$ cat src/rtl/md4_hash_engine_core_assert.svh
// Assertion helpers for the MD4 engine; clocked on clk, disabled in reset.
`ifndef MD4_HASH_ENGINE_CORE_ASSERT_SVH
`define MD4_HASH_ENGINE_CORE_ASSERT_SVH

// Same-cycle implication.
`define MD4_ASSERT_NOW(lbl, ante, cons, msg) \
    lbl: assert property (@(posedge clk) disable iff (!rst_n) (ante) |-> (cons)) \
        else $error(msg);

// Next-cycle implication.
`define MD4_ASSERT_NEXT(lbl, ante, cons, msg) \
    lbl: assert property (@(posedge clk) disable iff (!rst_n) (ante) |=> (cons)) \
        else $error(msg);

`endif

$ cat src/rtl/md4_pkg.sv
package md4_pkg;

    localparam int WORD_W       = 32;
    localparam int BUF_WORDS    = 16;
    localparam int BUF_AW       = $clog2(BUF_WORDS);
    localparam int ROUNDS       = 48;
    localparam int DIGEST_BYTES = 16;
    localparam int DLEN_W       = 5;
    localparam int COUNT_W      = 55;

    localparam logic [WORD_W-1:0] IV0 = 32'h67452301;
    localparam logic [WORD_W-1:0] IV1 = 32'hefcdab89;
    localparam logic [WORD_W-1:0] IV2 = 32'h98badcfe;
    localparam logic [WORD_W-1:0] IV3 = 32'h10325476;
    localparam logic [WORD_W-1:0] K_G = 32'h5a827999;
    localparam logic [WORD_W-1:0] K_H = 32'h6ed9eba1;
    localparam logic [7:0]        PAD_BYTE   = 8'h80;
    localparam logic [DLEN_W-1:0] DLEN_RESET = 5'd16;

    // Round groups
    localparam logic [1:0] GRP_F = 2'd0;
    localparam logic [1:0] GRP_G = 2'd1;
    localparam logic [1:0] GRP_H = 2'd2;

    typedef enum logic [4:0] {
        ST_IDLE = 5'b00001,
        ST_PAD  = 5'b00010,
        ST_COMP = 5'b00100,
        ST_FOLD = 5'b01000,
        ST_OUT  = 5'b10000
    } state_t;

    // Message word used by a round: F in order, G column order, H bit-reversed.
    function automatic logic [BUF_AW-1:0] msg_idx(input logic [5:0] rnd);
        logic [3:0] j;
        j = rnd[3:0];
        case (rnd[5:4])
            GRP_F:   msg_idx = j;
            GRP_G:   msg_idx = {j[1:0], j[3:2]};
            GRP_H:   msg_idx = {j[0], j[1], j[2], j[3]};
            default: msg_idx = '0;
        endcase
    endfunction

    // Left rotate amount per round.
    function automatic logic [4:0] rot_amt(input logic [5:0] rnd);
        logic [4:0] s;
        s = 5'd3;
        case (rnd[5:4])
            GRP_F: begin
                case (rnd[1:0])
                    2'd0: s = 5'd3;
                    2'd1: s = 5'd7;
                    2'd2: s = 5'd11;
                    default: s = 5'd19;
                endcase
            end
            GRP_G: begin
                case (rnd[1:0])
                    2'd0: s = 5'd3;
                    2'd1: s = 5'd5;
                    2'd2: s = 5'd9;
                    default: s = 5'd13;
                endcase
            end
            default: begin
                case (rnd[1:0])
                    2'd0: s = 5'd3;
                    2'd1: s = 5'd9;
                    2'd2: s = 5'd11;
                    default: s = 5'd15;
                endcase
            end
        endcase
        rot_amt = s;
    endfunction

endpackage

$ cat src/rtl/md4_if.sv
// Message byte channel
interface md4_in_if;
    logic       valid;
    logic       ready;
    logic [7:0] data_byte;
    logic       byte_valid;
    logic       last;

    modport source (output valid, data_byte, byte_valid, last, input ready);
    modport sink   (input valid, data_byte, byte_valid, last, output ready);
endinterface

// Digest byte channel
interface md4_out_if;
    logic       valid;
    logic       ready;
    logic [7:0] digest_byte;
    logic       digest_end;

    modport source (output valid, digest_byte, digest_end, input ready);
    modport sink   (input valid, digest_byte, digest_end, output ready);
endinterface

$ cat src/rtl/md4_ram.sv
module md4_ram #(
    parameter int DATA_W = 32,
    parameter int DEPTH  = 16
) (
    input  logic                     clk,
    input  logic                     we,
    input  logic [$clog2(DEPTH)-1:0] waddr,
    input  logic [DATA_W-1:0]        wdata,
    input  logic [$clog2(DEPTH)-1:0] raddr,
    output logic [DATA_W-1:0]        rdata
);
    logic [DATA_W-1:0] mem [DEPTH];

    // One write port, one registered read port
    always_ff @(posedge clk)
    begin
        if (we)
        begin
            mem[waddr] <= wdata;
        end
        rdata <= mem[raddr];
    end
endmodule

$ cat src/rtl/md4_round.sv
module md4_round (
    input  logic [5:0]  rnd,
    input  logic [31:0] a,
    input  logic [31:0] b,
    input  logic [31:0] c,
    input  logic [31:0] d,
    input  logic [31:0] m,
    output logic [31:0] a_new
);
    import md4_pkg::*;

    logic [31:0] fv;
    logic [31:0] kc;
    logic [31:0] sum;
    logic [63:0] dbl;

    // Boolean function and additive constant by round group
    always_comb
    begin
        case (rnd[5:4])
            GRP_F:
            begin
                fv = (b & c) | (~b & d);
                kc = '0;
            end
            GRP_G:
            begin
                fv = (b & c) | (b & d) | (c & d);
                kc = K_G;
            end
            default:
            begin
                fv = b ^ c ^ d;
                kc = K_H;
            end
        endcase
    end

    // Add and rotate left
    assign sum   = a + fv + m + kc;
    assign dbl   = {sum, sum} << rot_amt(rnd);
    assign a_new = dbl[63:32];
endmodule

$ cat src/rtl/md4_hash_engine_core.sv
// MD4 engine: one message item per cycle while a block fills.
// After the 64th byte of a block, input holds while the 48 rounds run (one round
// per cycle off the registered block RAM read) and through the chain fold.
// An item with last adds up to 18 padding writes and one or two compressions,
// then digest bytes leave via the output register, one per cycle unless stalled.
// Reset (rst_n, async low) loads the initial vector, clears counts, length = 16.
`include "md4_hash_engine_core_assert.svh"

module md4_hash_engine_core (
    input  logic                      clk,
    input  logic                      rst_n,
    input  logic                      cfg_we,
    input  logic [md4_pkg::DLEN_W-1:0] cfg_wdata,
    md4_in_if.sink                    msg_in,
    md4_out_if.source                 dig_out
);
    import md4_pkg::*;

    state_t               state_reg, state_next;
    logic [5:0]           fill_reg, fill_next;
    logic [COUNT_W-1:0]   bcnt_reg, bcnt_next;
    logic [WORD_W-1:0]    word_reg, word_next;
    logic [WORD_W-1:0]    chain_reg [4];
    logic [WORD_W-1:0]    chain_next [4];
    logic [WORD_W-1:0]    a_reg, b_reg, c_reg, d_reg;
    logic [WORD_W-1:0]    a_next, b_next, c_next, d_next;
    logic [5:0]           cnt_reg, cnt_next;
    logic [BUF_AW-1:0]    pidx_reg, pidx_next;
    logic                 first_reg, first_next;
    logic                 extra_reg, extra_next;
    logic                 fin_reg, fin_next;
    logic                 padded_reg, padded_next;
    logic [3:0]           ocnt_reg, ocnt_next;
    logic [DLEN_W-1:0]    dlen_reg;
    logic                 ovalid_reg, ovalid_next;
    logic [7:0]           obyte_reg, obyte_next;
    logic                 oend_reg, oend_next;

    logic                 accept;
    logic                 ram_we;
    logic [BUF_AW-1:0]    ram_waddr;
    logic [WORD_W-1:0]    ram_wdata;
    logic [WORD_W-1:0]    ram_rdata;
    logic [WORD_W-1:0]    pad_word;
    logic [63:0]          bit_len;
    logic [5:0]           rnd;
    logic [WORD_W-1:0]    round_out;
    logic [DLEN_W-1:0]    nbytes;
    logic                 oload;
    logic                 olast;
    logic [WORD_W-1:0]    osel;

    assign accept       = msg_in.valid && msg_in.ready;
    assign msg_in.ready = (state_reg == ST_IDLE);

    // Block buffer, one 32-bit word per entry
    md4_ram #(
        .DATA_W (WORD_W),
        .DEPTH  (BUF_WORDS)
    ) u_buf (
        .clk   (clk),
        .we    (ram_we),
        .waddr (ram_waddr),
        .wdata (ram_wdata),
        .raddr (msg_idx(cnt_reg)),
        .rdata (ram_rdata)
    );

    // Round datapath; round index is the read index of the cycle before
    assign rnd = cnt_reg - 6'd1;

    md4_round u_round (
        .rnd   (rnd),
        .a     (a_reg),
        .b     (b_reg),
        .c     (c_reg),
        .d     (d_reg),
        .m     (ram_rdata),
        .a_new (round_out)
    );

    // Padding word: kept bytes, 0x80, zeros
    always_comb
    begin
        for (int i = 0; i < 4; i++)
        begin
            if (2'(i) < fill_reg[1:0])
                pad_word[8*i +: 8] = word_reg[8*i +: 8];
            else if (2'(i) == fill_reg[1:0])
                pad_word[8*i +: 8] = PAD_BYTE;
            else
                pad_word[8*i +: 8] = 8'h00;
        end
    end

    assign bit_len = {bcnt_reg, fill_reg, 3'b000};

    // Digest byte selection
    assign nbytes = (dlen_reg > DLEN_W'(DIGEST_BYTES)) ? DLEN_W'(DIGEST_BYTES) : dlen_reg;
    assign osel   = chain_reg[ocnt_reg[3:2]];
    assign oload  = (state_reg == ST_OUT) && (!ovalid_reg || dig_out.ready);
    assign olast  = ({1'b0, ocnt_reg} + DLEN_W'(1)) == nbytes;

    // Main sequencer
    always_comb
    begin
        state_next  = state_reg;
        fill_next   = fill_reg;
        bcnt_next   = bcnt_reg;
        word_next   = word_reg;
        chain_next  = chain_reg;
        a_next      = a_reg;
        b_next      = b_reg;
        c_next      = c_reg;
        d_next      = d_reg;
        cnt_next    = cnt_reg;
        pidx_next   = pidx_reg;
        first_next  = first_reg;
        extra_next  = extra_reg;
        fin_next    = fin_reg;
        padded_next = padded_reg;
        ocnt_next   = ocnt_reg;
        ovalid_next = ovalid_reg;
        obyte_next  = obyte_reg;
        oend_next   = oend_reg;
        ram_we      = 1'b0;
        ram_waddr   = pidx_reg;
        ram_wdata   = '0;

        if (dig_out.ready && !oload)
        begin
            ovalid_next = 1'b0;
        end

        unique case (state_reg)
            ST_IDLE:
            begin
                if (accept)
                begin
                    if (msg_in.byte_valid)
                    begin
                        word_next[8*fill_reg[1:0] +: 8] = msg_in.data_byte;
                        fill_next = fill_reg + 6'd1;
                        if (fill_reg[1:0] == 2'd3)
                        begin
                            ram_we    = 1'b1;
                            ram_waddr = fill_reg[5:2];
                            ram_wdata = word_next;
                        end
                    end
                    if (msg_in.byte_valid && fill_reg == 6'd63)
                    begin
                        // full block
                        bcnt_next   = bcnt_reg + COUNT_W'(1);
                        fin_next    = msg_in.last;
                        padded_next = 1'b0;
                        a_next      = chain_reg[0];
                        b_next      = chain_reg[1];
                        c_next      = chain_reg[2];
                        d_next      = chain_reg[3];
                        cnt_next    = '0;
                        state_next  = ST_COMP;
                    end
                    else if (msg_in.last)
                    begin
                        fin_next    = 1'b1;
                        padded_next = 1'b1;
                        pidx_next   = fill_next[5:2];
                        first_next  = 1'b1;
                        extra_next  = (fill_next >= 6'd56);
                        state_next  = ST_PAD;
                    end
                end
            end

            ST_PAD:
            begin
                ram_we    = 1'b1;
                ram_waddr = pidx_reg;
                if (first_reg)
                    ram_wdata = pad_word;
                else if (!extra_reg && pidx_reg == BUF_AW'(14))
                    ram_wdata = bit_len[31:0];
                else if (!extra_reg && pidx_reg == BUF_AW'(15))
                    ram_wdata = bit_len[63:32];
                else
                    ram_wdata = '0;
                first_next = 1'b0;
                pidx_next  = pidx_reg + BUF_AW'(1);
                if (pidx_reg == BUF_AW'(BUF_WORDS - 1))
                begin
                    a_next     = chain_reg[0];
                    b_next     = chain_reg[1];
                    c_next     = chain_reg[2];
                    d_next     = chain_reg[3];
                    cnt_next   = '0;
                    state_next = ST_COMP;
                end
            end

            ST_COMP:
            begin
                cnt_next = cnt_reg + 6'd1;
                if (cnt_reg != 6'd0)
                begin
                    a_next = d_reg;
                    b_next = round_out;
                    c_next = b_reg;
                    d_next = c_reg;
                end
                if (cnt_reg == 6'(ROUNDS))
                begin
                    state_next = ST_FOLD;
                end
            end

            ST_FOLD:
            begin
                chain_next[0] = chain_reg[0] + a_reg;
                chain_next[1] = chain_reg[1] + b_reg;
                chain_next[2] = chain_reg[2] + c_reg;
                chain_next[3] = chain_reg[3] + d_reg;
                if (!fin_reg)
                begin
                    state_next = ST_IDLE;
                end
                else if (!padded_reg)
                begin
                    // last arrived with the block's final byte
                    padded_next = 1'b1;
                    pidx_next   = fill_reg[5:2];
                    first_next  = 1'b1;
                    extra_next  = 1'b0;
                    state_next  = ST_PAD;
                end
                else if (extra_reg)
                begin
                    extra_next = 1'b0;
                    pidx_next  = '0;
                    first_next = 1'b0;
                    state_next = ST_PAD;
                end
                else if (nbytes == '0)
                begin
                    chain_next = '{IV0, IV1, IV2, IV3};
                    fill_next  = '0;
                    bcnt_next  = '0;
                    fin_next   = 1'b0;
                    state_next = ST_IDLE;
                end
                else
                begin
                    ocnt_next  = '0;
                    state_next = ST_OUT;
                end
            end

            ST_OUT:
            begin
                if (oload)
                begin
                    ovalid_next = 1'b1;
                    obyte_next  = osel[8*ocnt_reg[1:0] +: 8];
                    oend_next   = olast;
                    ocnt_next   = ocnt_reg + 4'd1;
                    if (olast)
                    begin
                        chain_next = '{IV0, IV1, IV2, IV3};
                        fill_next  = '0;
                        bcnt_next  = '0;
                        fin_next   = 1'b0;
                        state_next = ST_IDLE;
                    end
                end
            end

            default:
            begin
                state_next = ST_IDLE;
            end
        endcase
    end

    // Control and chaining state
    always_ff @(posedge clk or negedge rst_n)
    begin
        if (!rst_n)
        begin
            state_reg  <= ST_IDLE;
            fill_reg   <= '0;
            bcnt_reg   <= '0;
            chain_reg  <= '{IV0, IV1, IV2, IV3};
            cnt_reg    <= '0;
            pidx_reg   <= '0;
            first_reg  <= 1'b0;
            extra_reg  <= 1'b0;
            fin_reg    <= 1'b0;
            padded_reg <= 1'b0;
            ocnt_reg   <= '0;
            ovalid_reg <= 1'b0;
            dlen_reg   <= DLEN_RESET;
        end
        else
        begin
            state_reg  <= state_next;
            fill_reg   <= fill_next;
            bcnt_reg   <= bcnt_next;
            chain_reg  <= chain_next;
            cnt_reg    <= cnt_next;
            pidx_reg   <= pidx_next;
            first_reg  <= first_next;
            extra_reg  <= extra_next;
            fin_reg    <= fin_next;
            padded_reg <= padded_next;
            ocnt_reg   <= ocnt_next;
            ovalid_reg <= ovalid_next;
            if (cfg_we)
            begin
                dlen_reg <= cfg_wdata;
            end
        end
    end

    // Payload registers
    always_ff @(posedge clk)
    begin
        word_reg  <= word_next;
        a_reg     <= a_next;
        b_reg     <= b_next;
        c_reg     <= c_next;
        d_reg     <= d_next;
        obyte_reg <= obyte_next;
        oend_reg  <= oend_next;
    end

    assign dig_out.valid       = ovalid_reg;
    assign dig_out.digest_byte = obyte_reg;
    assign dig_out.digest_end  = oend_reg;

    // Checks
    `MD4_ASSERT_NEXT(a_block_full, accept && msg_in.byte_valid && fill_reg == 6'd63,
        state_reg == ST_COMP && fill_reg == 6'd0, "full block did not start compression")
    `MD4_ASSERT_NOW(a_round_cnt, state_reg == ST_COMP, cnt_reg <= 6'(ROUNDS),
        "round counter overran")
    `MD4_ASSERT_NOW(a_out_src, $rose(ovalid_reg), $past(state_reg == ST_OUT),
        "digest item raised outside output phase")
    `MD4_ASSERT_NEXT(a_msg_clr, oload && olast,
        fill_reg == 6'd0 && bcnt_reg == '0 && chain_reg[0] == IV0 && state_reg == ST_IDLE,
        "message state not restored after digest")
endmodule

$ cat src/flat_wrapper.sv
// flat-port wrapper written by rule: the top's interface ports become plain ports
module md4_hash_engine_core_flat import md4_pkg::*;
  (clk, rst_n, cfg_we, cfg_wdata, msg_in_valid, msg_in_data_byte, msg_in_byte_valid, msg_in_last, msg_in_ready, dig_out_valid, dig_out_digest_byte, dig_out_digest_end, dig_out_ready);
  md4_in_if msg_in_i ();
  md4_out_if dig_out_i ();
  input  logic clk;
  input  logic rst_n;
  input  logic cfg_we;
  input  logic [md4_pkg::DLEN_W-1:0] cfg_wdata;
  input wire logic [$bits(msg_in_i.valid)-1:0] msg_in_valid;
  input wire logic [$bits(msg_in_i.data_byte)-1:0] msg_in_data_byte;
  input wire logic [$bits(msg_in_i.byte_valid)-1:0] msg_in_byte_valid;
  input wire logic [$bits(msg_in_i.last)-1:0] msg_in_last;
  output wire logic [$bits(msg_in_i.ready)-1:0] msg_in_ready;
  output wire logic [$bits(dig_out_i.valid)-1:0] dig_out_valid;
  output wire logic [$bits(dig_out_i.digest_byte)-1:0] dig_out_digest_byte;
  output wire logic [$bits(dig_out_i.digest_end)-1:0] dig_out_digest_end;
  input wire logic [$bits(dig_out_i.ready)-1:0] dig_out_ready;
  assign msg_in_i.valid = msg_in_valid;
  assign msg_in_i.data_byte = msg_in_data_byte;
  assign msg_in_i.byte_valid = msg_in_byte_valid;
  assign msg_in_i.last = msg_in_last;
  assign msg_in_ready = msg_in_i.ready;
  assign dig_out_valid = dig_out_i.valid;
  assign dig_out_digest_byte = dig_out_i.digest_byte;
  assign dig_out_digest_end = dig_out_i.digest_end;
  assign dig_out_i.ready = dig_out_ready;
  md4_hash_engine_core u_core (.clk(clk), .rst_n(rst_n), .cfg_we(cfg_we), .cfg_wdata(cfg_wdata), .msg_in(msg_in_i), .dig_out(dig_out_i));
endmodule
$ cat config.mk
export PLATFORM = sky130hd
export DESIGN_NAME = md4_hash_engine_core_flat
export DESIGN_NICKNAME = d
export VERILOG_FILES = /design/src/rtl/md4_pkg.sv /design/src/rtl/md4_if.sv /design/src/rtl/md4_ram.sv /design/src/rtl/md4_round.sv /design/src/rtl/md4_hash_engine_core.sv /design/src/flat_wrapper.sv
export VERILOG_INCLUDE_DIRS = /design/src /design/src/rtl
export SDC_FILE = /design/constraint.sdc
export NUM_CORES = 2
export LEC_CHECK = 0
export CAP_MARGIN = 30
export CORE_ASPECT_RATIO = 1.25
export CORE_MARGIN = 5
export CORE_UTILIZATION = 30
export DETAILED_ROUTE_END_ITERATION = 8
export DONT_BUFFER_PORTS = 1
export GPL_TIMING_DRIVEN = 0
export PLACE_DENSITY = 0.46
export SLEW_MARGIN = 15
export SYNTH_ARGS = -nofsm -noshare
export SYNTH_HDL_FRONTEND = slang
export SYNTH_HIERARCHICAL = 1
export SYNTH_SLANG_ARGS = --single-unit
export TNS_END_PERCENT = 20
$ cat constraint.sdc
create_clock -name clk -period 16 [get_ports clk]
set_input_delay 4.8 -clock clk [delete_from_list [all_inputs] [get_ports clk]]
set_output_delay 4.8 -clock clk [all_outputs]
set_load 0.005 [all_outputs]
==> impl_results.md <==
* Status: complete, no violations
* Setup tns final at 0 ns
* P&R area growth vs syn at 14.4%
* Tightest Hold Check Type: reg2reg
* Post-Syn Area per Cell at 11.9 µm²
* Max-slew violations at 0
* CTS tree: yes
* Clock transition at the registers of the reported paths at 0.07 ns
* Port Buffers at 0
* Worst EP required at ~17 ns
* Gr ovfl total at 0
* Final hold vios at 0
* Reg-to-Reg Start: u_core/cnt_reg[0]
* Largest net degree at the start of global routing at ~220
* Crit. End Element: register
* CP Data Arrival Time at 9.14 ns
* Critical path class: reg2reg
* Post-Syn Instances at roughly 4400
* Maximum capacitance violations at 0
* Setup Buffers After CTS at 0
* Synthesized area at 52000 µm²
* Remaining DRCs at 0
* Worst slew pin tran at 1.08 ns
* Routed via count at ~37000
* Starting density of the core at a little under a third
* Hold-fix buffers, CTS at 0
* Die X at about 380 µm
* Initial drt markers at about 3100
* Cell family with the largest share of critical-path delay: compound AO/OA/AOI/OAI gates
* Number of flip-flops in the largest register at between 500 and 600
* First-pass DRT Iterations at 7
* Number of global-route vias before repair at ~37000
* Synth warnings at 6
* Final min period at 8.53 ns
* Initial antenna violation count at 11
* Core area at 172000 µm²
* Final core utilization at 34.6%
* Wirelength, routed at around 180 mm
* Syn_nets at 4661
* Io pins at 31
* Hold_sp: u_core/chain_reg[63]
* Max Clock Freq at roughly 120 MHz
* Post-DR vias/cell at 5.37
* Root buffer cell: clkbuf_16
* Final ANT Viol Nets at 0
* Total GRT Usage at 19.8%
* Max FO, Critical Path at 10
* CTS Sinks at around 930
* Crit. Startpoint: u_core/cnt_reg[0]
* Row count at 170
* Worst Skew at 0.0594 ns
* Dpl cells at 6687
* Worst path most repeated cell: clkbuf_1
* Fillers at 17000
* Routability congestion estimate at 0.912
* TritonCTS Buffers at 104
* Rel. slew slack at 28.1%
* Maximum root-to-sink buffer count at 3
* Nets@finish at 4845
* Die area at 182000 µm²
* CP max-delay cell: o21ai_0
* First-pass GRT wire length at 264 mm
* Crit start category: register
* RSZ-0062 raised after global routing: false
* Detailed placement HPWL at 139 mm
* Post_cts resized at 0
* Htree depth at 3
* CP Buf/Inv Count at 8
* Max stage delay on crit path at 0.82 ns
* Setup violations, final at 0
* Share of layout cells above drive strength 1 at approximately 16%
* Worst-Skew Late Latency at 0.76 ns
* Hold_ws at just under 0.5 ns
* WL per Instance at 26.7 µm
* Final Non-Filler Cells at just under 7000
* DIE HEIGHT at 475 µm
* Tcrit/Tclk final at 53.3%
-- area by class of cell --
cell class | count | area (µm²) | share of cell area, %
Sequential cell | 931 | 26600 | 44.8
Multi-Input combinational cell | 2924 | 23500 | 39.5
Clock buffer | 135 | 2830 | 4.76
Tap cell | 2236 | 2800 | 4.70
Inverter | 299 | 1120 | 1.89
Timing Repair Buffer | 78 | 1110 | 1.87
Buffer | 221 | 946 | 1.59
Clock inverter | 59 | 558 | 0.938
Antenna cell | 4 | 10.0 | 0.0168
-- worst paths after layout --
kind | to | slack (ns) | depth (start not counted)
min reg2reg | u_core/chain_reg[63] | 0.49 | 2
min in group asynchronous | u_core/chain_reg[66] | 3.78 | 0
max | u_core/b_reg[27] | 7.47 | 27
max in group asynchronous | u_core/bcnt_reg[21] | 11.82 | 0
min | u_core/chain_reg[63] | 0.49 | 2
max reg2reg | u_core/b_reg[27] | 7.47 | 27
-- tightest hold or removal path, delay by kind of cell (launching register included) --
family | cells | cell delay [ns]
simple gates | 1 | 0.05
compound gates | 1 | 0.06
flops | 1 | 0.38
-- cells in the final DEF, fill, tap and decap left out, types with 95 or more instances in the layout --
| cell type | count |
|---|---|
| a21oi_1 | 265 |
| a22oi_1 | 95 |
| clkbuf_1 | 171 |
| clkbuf_16 | 106 |
| dfrtp_1 | 152 |
| edfxtp_1 | 681 |
| ha_1 | 175 |
| inv_1 | 298 |
| mux2_2 | 133 |
| mux4_2 | 168 |
| nand2_1 | 386 |
| nor2_1 | 234 |
| o21ai_0 | 322 |
-- per-stage QoR --
stage	setup WS, ns	instance area [µm²]
after global routing	7.23	59500
final	7.47	59500
after global placement	1.37	54800
after detailed placement	6.74	56000
after floorplan	6.03	52000
after CTS	7.38	59400
-- layer usage --
layer | track usage, % | part of all wire, %
met1 | 24.1 | 40
met2 | 35.2 | 50
met3 | 2.27 | 4.1
met4 | 9.08 | 5.0
met5 | 0 | 0.0071
Power is not shown: default switching activity piles up to over one toggle a cycle in this logic, so the estimate is an artifact.
